**src/rtl/olpd_pkg.sv**
```systemverilog
`timescale 1ns / 1ps

package olpd_pkg;

    localparam int COMMAND_W  = 3;
    localparam int VALUE_W    = 32;
    localparam int POSITION_W = 5;
    localparam int STATUS_W   = 2;
    localparam int COUNT_W    = 5;

    localparam logic [COMMAND_W-1:0] CMD_APPEND   = 3'd0;
    localparam logic [COMMAND_W-1:0] CMD_DEL_HEAD = 3'd1;
    localparam logic [COMMAND_W-1:0] CMD_DEL_TAIL = 3'd2;
    localparam logic [COMMAND_W-1:0] CMD_DEL_POS  = 3'd3;
    localparam logic [COMMAND_W-1:0] CMD_DUMP     = 3'd4;

    localparam logic [STATUS_W-1:0] STAT_OK    = 2'd0;
    localparam logic [STATUS_W-1:0] STAT_EMPTY = 2'd1;
    localparam logic [STATUS_W-1:0] STAT_FULL  = 2'd2;

    typedef struct packed {
        logic [COMMAND_W-1:0]        command;
        logic signed [VALUE_W-1:0]   value;
        logic [POSITION_W-1:0]       position;
    } olpd_in_t;

    typedef struct packed {
        logic [STATUS_W-1:0]         status;
        logic [COUNT_W-1:0]          count;
        logic signed [VALUE_W-1:0]   entry_value;
        logic                        last;
    } olpd_out_t;

    typedef enum logic [1:0] {
        CELL_HOLD,
        CELL_LOAD,
        CELL_SHIFT,
        CELL_WRAP
    } olpd_cell_op_t;

    typedef enum logic {
        STATE_IDLE,
        STATE_DUMP
    } olpd_state_t;

endpackage

```
**src/rtl/olpd_cell.sv**
```systemverilog
`timescale 1ns / 1ps

module olpd_cell (
    input  logic                                   aclk,
    input  olpd_pkg::olpd_cell_op_t                op,
    input  logic signed [olpd_pkg::VALUE_W-1:0]    value_in,
    input  logic signed [olpd_pkg::VALUE_W-1:0]    right_in,
    input  logic signed [olpd_pkg::VALUE_W-1:0]    head_in,
    output logic signed [olpd_pkg::VALUE_W-1:0]    data_out
);

    logic signed [olpd_pkg::VALUE_W-1:0] data_reg;
    logic signed [olpd_pkg::VALUE_W-1:0] data_next;

    always_comb begin
        unique case (op)
            olpd_pkg::CELL_LOAD:  data_next = value_in;
            olpd_pkg::CELL_SHIFT: data_next = right_in;
            olpd_pkg::CELL_WRAP:  data_next = head_in;
            default:              data_next = data_reg;
        endcase
    end

    always_ff @(posedge aclk) begin
        data_reg <= data_next;
    end

    assign data_out = data_reg;

endmodule

```
**src/rtl/ordered_list_positional_delete_top.sv**
```systemverilog
`timescale 1ns / 1ps
// ordered list of signed 32-bit entries held in a row of DEPTH cells
// input channel s_*: one command request (append, delete head, delete tail,
// delete at 1-based position, dump) per accepted request
// result channel m_*: status, count after the command, dumped entry, last flag
// the result is registered and shows in the cycle after acceptance
// throughput: one command per cycle while the receiver takes each result and
// no dump runs; every command sets the operation of all cells in parallel
// a dump of n entries emits n results by rotating the cell row one place per
// result, head cell on the output; s_ready stays low meanwhile
// a dump of an empty list gives a single empty result
// s_ready is high only with no dump running and the result register free or
// being taken, so a stalled receiver holds off new requests
// reset (aresetn low, synchronous) empties the list and drops any pending
// result; entry cells keep stale data, only the count marks what is valid
module ordered_list_positional_delete_top #(
    parameter int DEPTH = 16
) (
    input  logic                aclk,
    input  logic                aresetn,
    input  logic                s_valid,
    output logic                s_ready,
    input  olpd_pkg::olpd_in_t  s_data,
    output logic                m_valid,
    input  logic                m_ready,
    output olpd_pkg::olpd_out_t m_data
);

    localparam int CNT_W = $clog2(DEPTH + 1);
    localparam int CMP_W = (CNT_W > olpd_pkg::POSITION_W) ? CNT_W : olpd_pkg::POSITION_W;

    olpd_pkg::olpd_state_t state_reg, state_next;
    logic [CNT_W-1:0]      count_reg, count_next;
    logic [CNT_W-1:0]      dump_idx_reg, dump_idx_next;
    logic                  m_valid_reg, m_valid_next;
    olpd_pkg::olpd_out_t   m_data_reg, m_data_next;

    logic signed [olpd_pkg::VALUE_W-1:0] cell_data [DEPTH];
    olpd_pkg::olpd_cell_op_t             cell_op   [DEPTH];

    logic             out_free;
    logic             in_fire;
    logic [CNT_W-1:0] last_idx;
    logic             is_full;
    logic             is_empty;
    logic             dump_last;
    logic [CMP_W-1:0] pos_ext;
    logic [CMP_W-1:0] cnt_ext;
    logic [CNT_W-1:0] del_idx;

    logic             load_en;
    logic             shift_en;
    logic             rotate_en;
    logic [CNT_W-1:0] sel_idx;

    assign out_free  = !m_valid_reg || m_ready;
    assign s_ready   = (state_reg == olpd_pkg::STATE_IDLE) && out_free;
    assign in_fire   = s_valid && s_ready;
    assign last_idx  = count_reg - 1'b1;
    assign is_full   = (count_reg == CNT_W'(DEPTH));
    assign is_empty  = (count_reg == '0);
    assign dump_last = (dump_idx_reg == last_idx);
    assign pos_ext   = CMP_W'(s_data.position);
    assign cnt_ext   = CMP_W'(count_reg);

    // head for position one or zero, tail at or beyond the count
    always_comb begin
        if (s_data.command == olpd_pkg::CMD_DEL_HEAD) begin
            del_idx = '0;
        end else if (s_data.command == olpd_pkg::CMD_DEL_TAIL) begin
            del_idx = last_idx;
        end else if (pos_ext <= CMP_W'(1)) begin
            del_idx = '0;
        end else if (pos_ext >= cnt_ext) begin
            del_idx = last_idx;
        end else begin
            del_idx = CNT_W'(pos_ext - CMP_W'(1));
        end
    end

    // next state
    always_comb begin
        state_next = state_reg;
        unique case (state_reg)
            olpd_pkg::STATE_IDLE: begin
                if (in_fire && s_data.command == olpd_pkg::CMD_DUMP
                    && count_reg > CNT_W'(1)) begin
                    state_next = olpd_pkg::STATE_DUMP;
                end
            end
            olpd_pkg::STATE_DUMP: begin
                if (out_free && dump_last) begin
                    state_next = olpd_pkg::STATE_IDLE;
                end
            end
            default: state_next = olpd_pkg::STATE_IDLE;
        endcase
    end

    // outputs and datapath control
    always_comb begin
        m_valid_next  = m_valid_reg && !m_ready;
        m_data_next   = m_data_reg;
        count_next    = count_reg;
        dump_idx_next = dump_idx_reg;
        load_en       = 1'b0;
        shift_en      = 1'b0;
        rotate_en     = 1'b0;
        sel_idx       = '0;

        unique case (state_reg)
            olpd_pkg::STATE_IDLE: begin
                if (in_fire) begin
                    m_valid_next            = 1'b1;
                    m_data_next.status      = olpd_pkg::STAT_OK;
                    m_data_next.entry_value = '0;
                    m_data_next.last        = 1'b1;
                    case (s_data.command) inside
                        olpd_pkg::CMD_APPEND: begin
                            if (is_full) begin
                                m_data_next.status = olpd_pkg::STAT_FULL;
                            end else begin
                                load_en    = 1'b1;
                                sel_idx    = count_reg;
                                count_next = count_reg + 1'b1;
                            end
                        end
                        olpd_pkg::CMD_DEL_HEAD, olpd_pkg::CMD_DEL_TAIL,
                        olpd_pkg::CMD_DEL_POS: begin
                            if (is_empty) begin
                                m_data_next.status = olpd_pkg::STAT_EMPTY;
                            end else begin
                                shift_en   = 1'b1;
                                sel_idx    = del_idx;
                                count_next = last_idx;
                            end
                        end
                        olpd_pkg::CMD_DUMP: begin
                            if (is_empty) begin
                                m_data_next.status = olpd_pkg::STAT_EMPTY;
                            end else begin
                                m_data_next.entry_value = cell_data[0];
                                m_data_next.last        = (count_reg == CNT_W'(1));
                                rotate_en               = 1'b1;
                                dump_idx_next           = CNT_W'(1);
                            end
                        end
                        default: ;
                    endcase
                    m_data_next.count = olpd_pkg::COUNT_W'(count_next);
                end
            end
            olpd_pkg::STATE_DUMP: begin
                if (out_free) begin
                    m_valid_next            = 1'b1;
                    m_data_next.status      = olpd_pkg::STAT_OK;
                    m_data_next.count       = olpd_pkg::COUNT_W'(count_reg);
                    m_data_next.entry_value = cell_data[0];
                    m_data_next.last        = dump_last;
                    rotate_en               = 1'b1;
                    dump_idx_next           = dump_idx_reg + 1'b1;
                end
            end
            default: ;
        endcase
    end

    // per-cell operation
    always_comb begin
        for (int i = 0; i < DEPTH; i++) begin
            if (load_en && CNT_W'(i) == sel_idx) begin
                cell_op[i] = olpd_pkg::CELL_LOAD;
            end else if (shift_en && CNT_W'(i) >= sel_idx) begin
                cell_op[i] = olpd_pkg::CELL_SHIFT;
            end else if (rotate_en && CNT_W'(i) < last_idx) begin
                cell_op[i] = olpd_pkg::CELL_SHIFT;
            end else if (rotate_en && CNT_W'(i) == last_idx) begin
                cell_op[i] = olpd_pkg::CELL_WRAP;
            end else begin
                cell_op[i] = olpd_pkg::CELL_HOLD;
            end
        end
    end

    for (genvar g = 0; g < DEPTH; g++) begin : g_cell
        if (g == DEPTH - 1) begin : g_end
            olpd_cell u_cell (
                .aclk     (aclk),
                .op       (cell_op[g]),
                .value_in (s_data.value),
                .right_in (cell_data[g]),
                .head_in  (cell_data[0]),
                .data_out (cell_data[g])
            );
        end else begin : g_mid
            olpd_cell u_cell (
                .aclk     (aclk),
                .op       (cell_op[g]),
                .value_in (s_data.value),
                .right_in (cell_data[g+1]),
                .head_in  (cell_data[0]),
                .data_out (cell_data[g])
            );
        end
    end

    always_ff @(posedge aclk) begin
        if (!aresetn) begin
            state_reg    <= olpd_pkg::STATE_IDLE;
            count_reg    <= '0;
            dump_idx_reg <= '0;
            m_valid_reg  <= 1'b0;
        end else begin
            state_reg    <= state_next;
            count_reg    <= count_next;
            dump_idx_reg <= dump_idx_next;
            m_valid_reg  <= m_valid_next;
        end
    end

    always_ff @(posedge aclk) begin
        m_data_reg <= m_data_next;
    end

    assign m_valid = m_valid_reg;
    assign m_data  = m_data_reg;

    a_count_bound: assert property (@(posedge aclk) disable iff (!aresetn)
        count_reg <= CNT_W'(DEPTH))
        else $error("entry count beyond depth");

    a_count_only_on_request: assert property (@(posedge aclk) disable iff (!aresetn)
        !in_fire |=> $stable(count_reg))
        else $error("entry count changed without a request");

    a_append_grows: assert property (@(posedge aclk) disable iff (!aresetn)
        in_fire && s_data.command == olpd_pkg::CMD_APPEND && !is_full
        |=> count_reg == $past(count_reg) + 1'b1)
        else $error("append did not grow the list");

    a_dump_blocks_input: assert property (@(posedge aclk) disable iff (!aresetn)
        state_reg == olpd_pkg::STATE_DUMP |-> !s_ready)
        else $error("request taken during dump");

    a_dump_idx_range: assert property (@(posedge aclk) disable iff (!aresetn)
        state_reg == olpd_pkg::STATE_DUMP |-> dump_idx_reg < count_reg)
        else $error("dump index past tail");

endmodule

```
**config.mk**
```make
export PLATFORM = sky130hd
export DESIGN_NAME = ordered_list_positional_delete_top
export DESIGN_NICKNAME = d
export VERILOG_FILES = /design/src/rtl/olpd_pkg.sv /design/src/rtl/olpd_cell.sv /design/src/rtl/ordered_list_positional_delete_top.sv
export SDC_FILE = /design/constraint.sdc
export NUM_CORES = 1
export LEC_CHECK = 0
export ABC_AREA = 1
export ABC_CLOCK_PERIOD_IN_PS = 19700
export BUFFER_PORTS_ARGS = -buffer_cell sky130_fd_sc_hd__buf_2
export CAP_MARGIN = 25
export CELL_PAD_IN_SITES_DETAIL_PLACEMENT = 1
export CELL_PAD_IN_SITES_GLOBAL_PLACEMENT = 1
export CORE_ASPECT_RATIO = 1.75
export CORE_MARGIN = 3
export CORE_UTILIZATION = 45
export CTS_BUF_LIST = sky130_fd_sc_hd__clkbuf_8
export DETAILED_ROUTE_END_ITERATION = 8
export GPL_TIMING_DRIVEN = 0
export PLACE_DENSITY = 0.8
export SLEW_MARGIN = 20
export SYNTH_ARGS = -nofsm -noshare
export SYNTH_HDL_FRONTEND = slang
export SYNTH_SLANG_ARGS = --single-unit
```
**constraint.sdc**
```tcl
create_clock -name aclk -period 19.7 [get_ports aclk]
set_clock_uncertainty 0.05 [all_clocks]
set_input_delay 0.985 -clock aclk [delete_from_list [all_inputs] [get_ports aclk]]
set_output_delay 0.985 -clock aclk [all_outputs]
set_load 0.05 [all_outputs]
```
=== After elaboration in Yosys (flattened, before gate mapping) ===
Index checks and enable logic that the tools add are counted.

* Latch bits: 0
* Flip-flop bits (word level): 564
* Bits in writable memories: 0
* Input bits: 44
* Word-level logic and storage cells: 384
* Output and inout port bits: 42
* Bits in read-only memories: 0
* Memories kept: 0

* Shifts and indexed selects: 0
* Reduce and logical (&&, ||, !) cells: 97
* Add/subtract/negate cells: 4
* Div/mod/pow operators: 0
* Eq/ne operators: 89
* Muxes and demuxes: 134
* Multiply operators: 0
* Order comparisons: 35
* Bitwise logic cells: 1

{| class="wikitable"
|+ Operator list
! operator !! number
|-
| $pmux W32 S3 || 14
|-
| $mux W2 || 66
|-
| $mux W33 || 4
|-
| $pmux W32 S2 || 2
|-
| $mux W5 || 20
|-
| $eq A4 B5 Y1 const A || 16
|-
| $mux W40 || 2
|-
| $pmux W40 S2 || 1
|-
| $logic_and A1 B1 Y1 || 70
|-
| $eq A2 B2 Y1 const B || 30
|-
| $reduce_bool A3 Y1 || 14
|-
| $eq A3 B5 Y1 const A || 8
|-
| $ge A4 B5 Y1 const A || 8
|-
| $lt A4 B5 Y1 const A || 8
|-
| $eq A2 B1 Y1 const B || 16
|-
| $mux W1 || 21
|-
| $eq A2 B5 Y1 const A || 4
|-
| $ge A3 B5 Y1 const A || 4
|-
| $lt A3 B5 Y1 const A || 4
|-
| $logic_not A5 Y1 || 3
|-
| $add A5 B1 Y5 const B || 2
|-
| $eq A1 B5 Y1 const A || 2
|-
| $ge A1 B5 Y1 const A || 2
|-
| $ge A2 B5 Y1 const A || 2
|-
| 24 further kinds || 37
|}

=== Longest topological paths before layout ===
* Word-level depth: 16
* Gate-level depth with buffers: 20
* Mapped depth without buffers: 19

=== By module ===
A second synthesis with hierarchy kept.

* Cell total of the unflattened synthesis: 3395
* Area total of the unflattened synthesis: 31214.9 µm²

{| class="wikitable"
|+ Modules (own cells, without submodules)
! module !! cells an instance !! times used !! seq. area each (µm²) !! area an instance (µm²)
|-
| olpd_cell || 180 || 16 || 960.9 || 1712.9
|-
| ordered_list_positional_delete_top || 515 || 1 || 1441.4 || 3808.7
|}

=== Worst setup path after synthesis ===
No wires, ideal clock.

* Path type: input to register
* From: input s_data[0] (netlist name)
* To: register g_cell[3].g_mid.u_cell.data_reg, in the netlist g_cell[3].g_mid.u_cell.data_out[0], enable pin
* Stages on the path: 11
* Path buffers: 0
* Required time: 19.117 ns
* Library setup time: 0.533 ns
* Path slack: 13.057 ns
* Data arrival time: 6.060 ns
* Cells stage by stage: inv_1 -> ha_1 -> o21ai_1 -> nand2_2 -> nand2_1 -> nand3_1 -> nand2_1 -> nand2_1 -> inv_1 -> nand2_1 -> o311ai_0

* Word-level cells in the longest chain between the ends: 16
* Elaborated cells between the ends (all ways): 22
* Those cells by class: add/sub: 1; order compare: 3; eq/ne: 4; mux: 11; reduce/logical: 3

{| class="wikitable"
|+ Ends and longest elaborated chain
! item !! line !! text
|-
| from (decl) || ordered_list_positional_delete_top.sv:23 || <nowiki>input olpd_pkg::olpd_in_t s_data,</nowiki>
|-
| $sub A5 B1 Y5 / $ge A5 B5 Y1 (equally long branches) || ordered_list_positional_delete_top.sv:77, ordered_list_positional_delete_top.sv:74 ||
|-
| $mux W5 || ordered_list_positional_delete_top.sv:74 || <nowiki>end else if (pos_ext >= cnt_ext) begin</nowiki>
|-
| $mux W5 * || ordered_list_positional_delete_top.sv:72 || <nowiki>end else if (pos_ext <= CMP_W'(1)) begin</nowiki>
|-
| $mux W5 * || ordered_list_positional_delete_top.sv:70 || <nowiki>end else if (s_data.command == olpd_pkg::CMD_DEL_TAIL) begin</nowiki>
|-
| $mux W5 * || ordered_list_positional_delete_top.sv:68 || <nowiki>if (s_data.command == olpd_pkg::CMD_DEL_HEAD) begin</nowiki>
|-
| $mux W5 * || ordered_list_positional_delete_top.sv:130 || <nowiki>if (is_empty) begin</nowiki>
|-
| $mux W5 * (2 in a row) || ordered_list_positional_delete_top.sv:118 || <nowiki>case (s_data.command) inside</nowiki>
|-
| $mux W5 * || ordered_list_positional_delete_top.sv:113 || <nowiki>if (in_fire) begin</nowiki>
|-
| $mux W5 * || ordered_list_positional_delete_top.sv:111 || <nowiki>unique case (state_reg)</nowiki>
|-
| $ge A2 B5 Y1 || ordered_list_positional_delete_top.sv:173 || <nowiki>end else if (shift_en && CNT_W'(i) >= sel_idx) begin</nowiki>
|-
| $logic_and A1 B1 Y1 || ordered_list_positional_delete_top.sv:173 ||
|-
| $mux W2 || ordered_list_positional_delete_top.sv:173 ||
|-
| $mux W2 * || ordered_list_positional_delete_top.sv:171 || <nowiki>if (load_en && CNT_W'(i) == sel_idx) begin</nowiki>
|-
| $eq A2 B1 Y1 / $eq A2 B2 Y1 (equally long branches) || olpd_cell.sv:16 || <nowiki>unique case (op)</nowiki>
|-
| $reduce_bool A3 Y1 (no source line) * || - ||
|-
| to (signal assigned) || olpd_cell.sv:25 || <nowiki>data_reg <= data_next;</nowiki>
|-
| to (decl) || olpd_cell.sv:12 || <nowiki>logic signed [olpd_pkg::VALUE_W-1:0] data_reg;</nowiki>
|}

Mark *: on every way between the ends. The rest lies on a longest branch, timed or not.
A chain may end at the register's enable or synchronous reset.

=== Final worst setup path ===
* From: register count_reg[0] (netlist: cnt_ext[0])
* To: register g_cell[4].g_mid.u_cell.data_reg, in the netlist g_cell[4].g_mid.u_cell.data_out[4], enable pin

* Word-level cells in the longest chain between the ends: 16
* Elaborated cells between the ends (all ways): 44
* Those cells by class: add/sub: 1; order compare: 3; eq/ne: 6; mux: 28; reduce/logical: 6

{| class="wikitable"
|+ Ends and longest elaborated chain
! item !! line !! text
|-
| from (decl) || ordered_list_positional_delete_top.sv:33 || <nowiki>logic [CNT_W-1:0] count_reg, count_next;</nowiki>
|-
| from (signal assigned) || ordered_list_positional_delete_top.sv:215 || <nowiki>count_reg <= count_next;</nowiki>
|-
| $sub A5 B1 Y5 / $ge A5 B5 Y1 (equally long branches) || ordered_list_positional_delete_top.sv:59, ordered_list_positional_delete_top.sv:74 ||
|-
| $mux W5 || ordered_list_positional_delete_top.sv:74 ||
|-
| $mux W5 || ordered_list_positional_delete_top.sv:72 ||
|-
| $mux W5 || ordered_list_positional_delete_top.sv:70 ||
|-
| $mux W5 || ordered_list_positional_delete_top.sv:68 ||
|-
| $mux W5 || ordered_list_positional_delete_top.sv:130 ||
|-
| $mux W5 (2 in a row) || ordered_list_positional_delete_top.sv:118 ||
|-
| $mux W5 || ordered_list_positional_delete_top.sv:113 ||
|-
| $mux W5 || ordered_list_positional_delete_top.sv:111 ||
|-
| $ge A3 B5 Y1 || ordered_list_positional_delete_top.sv:173 ||
|-
| $logic_and A1 B1 Y1 || ordered_list_positional_delete_top.sv:173 ||
|-
| $mux W2 || ordered_list_positional_delete_top.sv:173 ||
|-
| $mux W2 * || ordered_list_positional_delete_top.sv:171 ||
|-
| $eq A2 B1 Y1 / $eq A2 B2 Y1 (equally long branches) || olpd_cell.sv:16 ||
|-
| $reduce_bool A3 Y1 (no source line) * || - ||
|-
| to (signal assigned) || olpd_cell.sv:25 ||
|-
| to (decl) || olpd_cell.sv:12 ||
|}

Marks and branches as above.

==> impl_metrics.ini <==
[status]
status = finished clean

[logic_synthesis]
synth_compound_area_share_pct = 9.70
async_flop_share_pct = 0
synth_edf_count = 552
synth_top_family_by_area = simple AND/OR/NAND/NOR gates
netlist_area_sq_um = 28300
yosysUniqueCellTypes = 46
synthCells = 2931
syn-num-nets = 2990
syn_avg_cell_area_sq_um = 9.65
synth_seq_cells = 564
synthSimpleGateAreaFrac_pct = 24.3
yosys_warnings = 0
synth_mux_area_share_pct = 0
synthAdderAreaFrac_pct = 0.664
synth_xor_area_share_pct = 0.0929
ys.flop_type = edfxtp_1
ys_seq_area_share_pct = 59.5

[placement]
io_buffers = 85
place.gp.congestion = 1.00
hpwl_mm = 95.8

[global_route]
antenna_found_initial = 1
grtUsageMet1_pct = 33.9
grt.overflow.total = 0
grt.busiest_layer = met2
met2_usage_pct = 65.7
grt_usage_pct = 35.8
grt_pass1_wl_mm = 171
use_met3_pct = 5.75
grt_max_degree = 42
grt_pass1_vias = 26400

[floorplan]
die_area_sq_um = 66000
num_rows = 121
chipWidth_microns = 195
ios = 86
die_h_microns = 338
start_util_pct = 45.4
core_sq_um = 62200

[timing]
slew-limit-headroom_pct = 25.0
finalHoldViolCount = 0
layout_min_cycle_time_ns = 5.26
tightestPinTransition_ns = 1.12
maxSlewViolCount = 0
min_period_over_period_pct = 26.7
rsz0062_at_grt = false
setup_total_negative_slack_ns = 0
setup_viol = 0
fmax_ghz = 0.190

[critical_path]
worstSetupPathType = reg -> reg
timing.critical_path.buf_inv = 4
cpPeakStageDelay_ns = 0.92
required_ns = 19.89
cp-end-kind = register
cp.depth = 17
cp_slowest_cell = dfxtp_1
crit_top_cell = nand2_2
r2r_cells = 17
cp_top_family = simple AND/OR/NAND/NOR gates
cp-start-kind = register
path_cells = inv_2, ha_1, nand2_2, nor2_4, nand2_2, nand2_1, inv_2, nand2_2, nor2_2, nor2_4, nand2_1, inv_2, o21ai_1, nand2_1, nor2_4, buf_4, nand2_2
crit_fanout = 32
arrival_ns = 5.45

[detailed_routing]
drc_errors = 0
vias_per_cell = 6.28
antenna_left = 0
first_pass_iters = 5
drt-wirelength-per-cell_microns = 30.3
postRouteWirelength_mm = 121
vias = 25000
first_iter_violations = 1874

[clock_network]
cts_buffers = 87
clockRootBuffer = clkbuf_8
cts.hold.buffers_added = 0
clkSlewWorstSetupHoldPaths_ns = 0.07
clock_latency_ns = 0.71
post_cts_buffers = 0
cts.sinks = 564
cts_max_path_buffers = 3
htree_levels = 3
cts_resized = 0
cts_tree = yes

[pwr]
swShare_pct = 32.3
switching_power_uw = 977
ir_worst_vdd_uv = 53.9
clockPowerShare_pct = 31.3
finalPower_mw = 3.02
seqPwrFrac_pct = 49.5
internal_power_mw = 2.05
p_comb_share_pct = 19.2
powerDensity_nw_per_um2 = 95.6
p_leak_nw = 11.6

[layout]
fin_nets = 3177
area_growth_pct = 11.8
fin_util_pct = 50.8
drive_gt1_share_pct = 12.4
largest_reg_flops = 480

[min_path]
hold_depth = 2
hp-class = reg -> reg

[run]
cap_violations = 0
==> placed cells by master (no fill, tap or decap), types with 15 or more instances in the layout <==
| cell | Yosys | layout |
|---|---|---|
| inv_2 | 28 | 29 |
| nand2_1 | 862 | 858 |
| o211ai_1 | 185 | 185 |
| clkinv_1 | 0 | 21 |
| clkbuf_1 | 146 | 146 |
| nand2_2 | 13 | 16 |
| buf_2 | 83 | 168 |
| inv_1 | 113 | 144 |
| ha_1 | 15 | 15 |
| o21ai_0 | 93 | 92 |
| o221ai_1 | 65 | 65 |
| edfxtp_1 | 552 | 552 |
| nand3_1 | 505 | 501 |
| clkbuf_8 | 0 | 94 |
| nand4_1 | 67 | 67 |
| nor2_1 | 77 | 77 |
| buf_4 | 13 | 16 |
| a21oi_1 | 22 | 22 |
==> worst reg2reg max path: cells and delay by family (launching register included) <==
kind / cells / cell delay, ns
AND/OR/NAND/NOR: 11 / 2.45
flip-flops: 1 / 0.92
buffers and inverters: 4 / 0.69
AO/OA/AOI/OAI: 1 / 0.39
adder cells (fa/ha/maj): 1 / 0.31
==> area by class of cell <==
| cell class | count | area, sq um |
|---|---|---|
| diodes | 1 | 2.50 |
| plain buffers | 253 | 1100 |
| clock buffers | 94 | 1290 |
| clock inverters | 68 | 283 |
| fillers | 7117 | 30600 |
| inverters | 142 | 536 |
| multi-input cells | 1972 | 9920 |
| flip-flops and latches | 564 | 16800 |
| well taps | 799 | 1000 |
| repair buffers | 98 | 658 |
==> synth_stat cells, types with 2 or more instances <==
| cell | instances | area share (%) |
|---|---|---|
| a21oi_2 | 3 | 0.093 |
| nor3_1 | 7 | 0.12 |
| nand3_1 | 505 | 8.9 |
| a21oi_1 | 22 | 0.39 |
| xor2_1 | 2 | 0.062 |
| nand3_2 | 4 | 0.14 |
| nor2_2 | 12 | 0.27 |
| nor2_4 | 6 | 0.24 |
| a21o_1 | 2 | 0.053 |
| a221oi_1 | 2 | 0.062 |
| o21ai_1 | 5 | 0.089 |
| edfxtp_1 | 552 | 59 |
| o211ai_1 | 185 | 4.9 |
| nand4_1 | 67 | 1.5 |
| o221ai_1 | 65 | 2.0 |
| buf_4 | 13 | 0.35 |
| ha_1 | 15 | 0.66 |
| inv_1 | 113 | 1.5 |
| o21ai_0 | 93 | 1.6 |
| nand2_1 | 862 | 11 |
| nand2_2 | 13 | 0.29 |
| dfxtp_1 | 12 | 0.85 |
| o22ai_1 | 2 | 0.044 |
| buf_2 | 83 | 1.5 |
| nor3_2 | 2 | 0.071 |
| o21ai_2 | 3 | 0.093 |
| buf_1 | 11 | 0.15 |
| inv_2 | 28 | 0.37 |
| nor2_1 | 77 | 1.0 |
| clkbuf_1 | 146 | 1.9 |
| nor3b_1 | 2 | 0.053 |
| o31ai_1 | 3 | 0.080 |
==> through the flow <==
| stage | instances | instance area, sq um | hold WS (ns) | setup slack (ns) |
|---|---|---|---|---|
| floorplan | 2931 | 28300 | 0.434 | 13.06 |
| global placement | 3815 | 29700 | 0.452 | 10.41 |
| detailed placement | 3828 | 30000 | 0.459 | 14.08 |
| CTS | 3990 | 31600 | 0.468 | 14.62 |
| global route | 3991 | 31600 | 0.493 | 14.33 |
| finish | 3991 | 31600 | 0.479 | 14.44 |
==> metal layers <==
metal / up-vias / part of all wire (%)
li1: 10900 / -
met2: 1264 / 52
met5: - / 0
met4: 0 / 11
met3: 522 / 5.9
met1: 12400 / 31
==> cell families (layout without fill, tap and decap cells) <==
family          count (synthesis)  after routing
compound gates                391            391
xor+xnor                        3              3
fa+ha+maj                      15             15
buf+inv                       395            655
flops                         564            564
other cells                     0              1
simple gates                 1563           1563
==> worst paths after layout <==
path / startpoint / to / slack, ns
setup reg to reg: cnt_ext[0] / g_cell[4].g_mid.u_cell.data_out[4] / 14.44
setup / recovery: cnt_ext[0] / g_cell[4].g_mid.u_cell.data_out[4] / 14.44
hold reg to reg: g_cell[2].g_mid.u_cell.data_out[24] / g_cell[1].g_mid.u_cell.data_out[24] / 0.48
hold / removal: g_cell[2].g_mid.u_cell.data_out[24] / g_cell[1].g_mid.u_cell.data_out[24] / 0.48
==> power groups by stage <==
stage               Combinational, mW  Clock (mW)  Sequential (mW)
global route                    0.615        1.00             1.50
CTS                             0.567       0.947             1.50
finish                          0.580       0.947             1.50
floorplan                       0.311           0             1.54
detailed placement              0.564           0             1.52
global placement                0.522           0             1.52
Note: power is estimated with default switching activity, not from simulation.
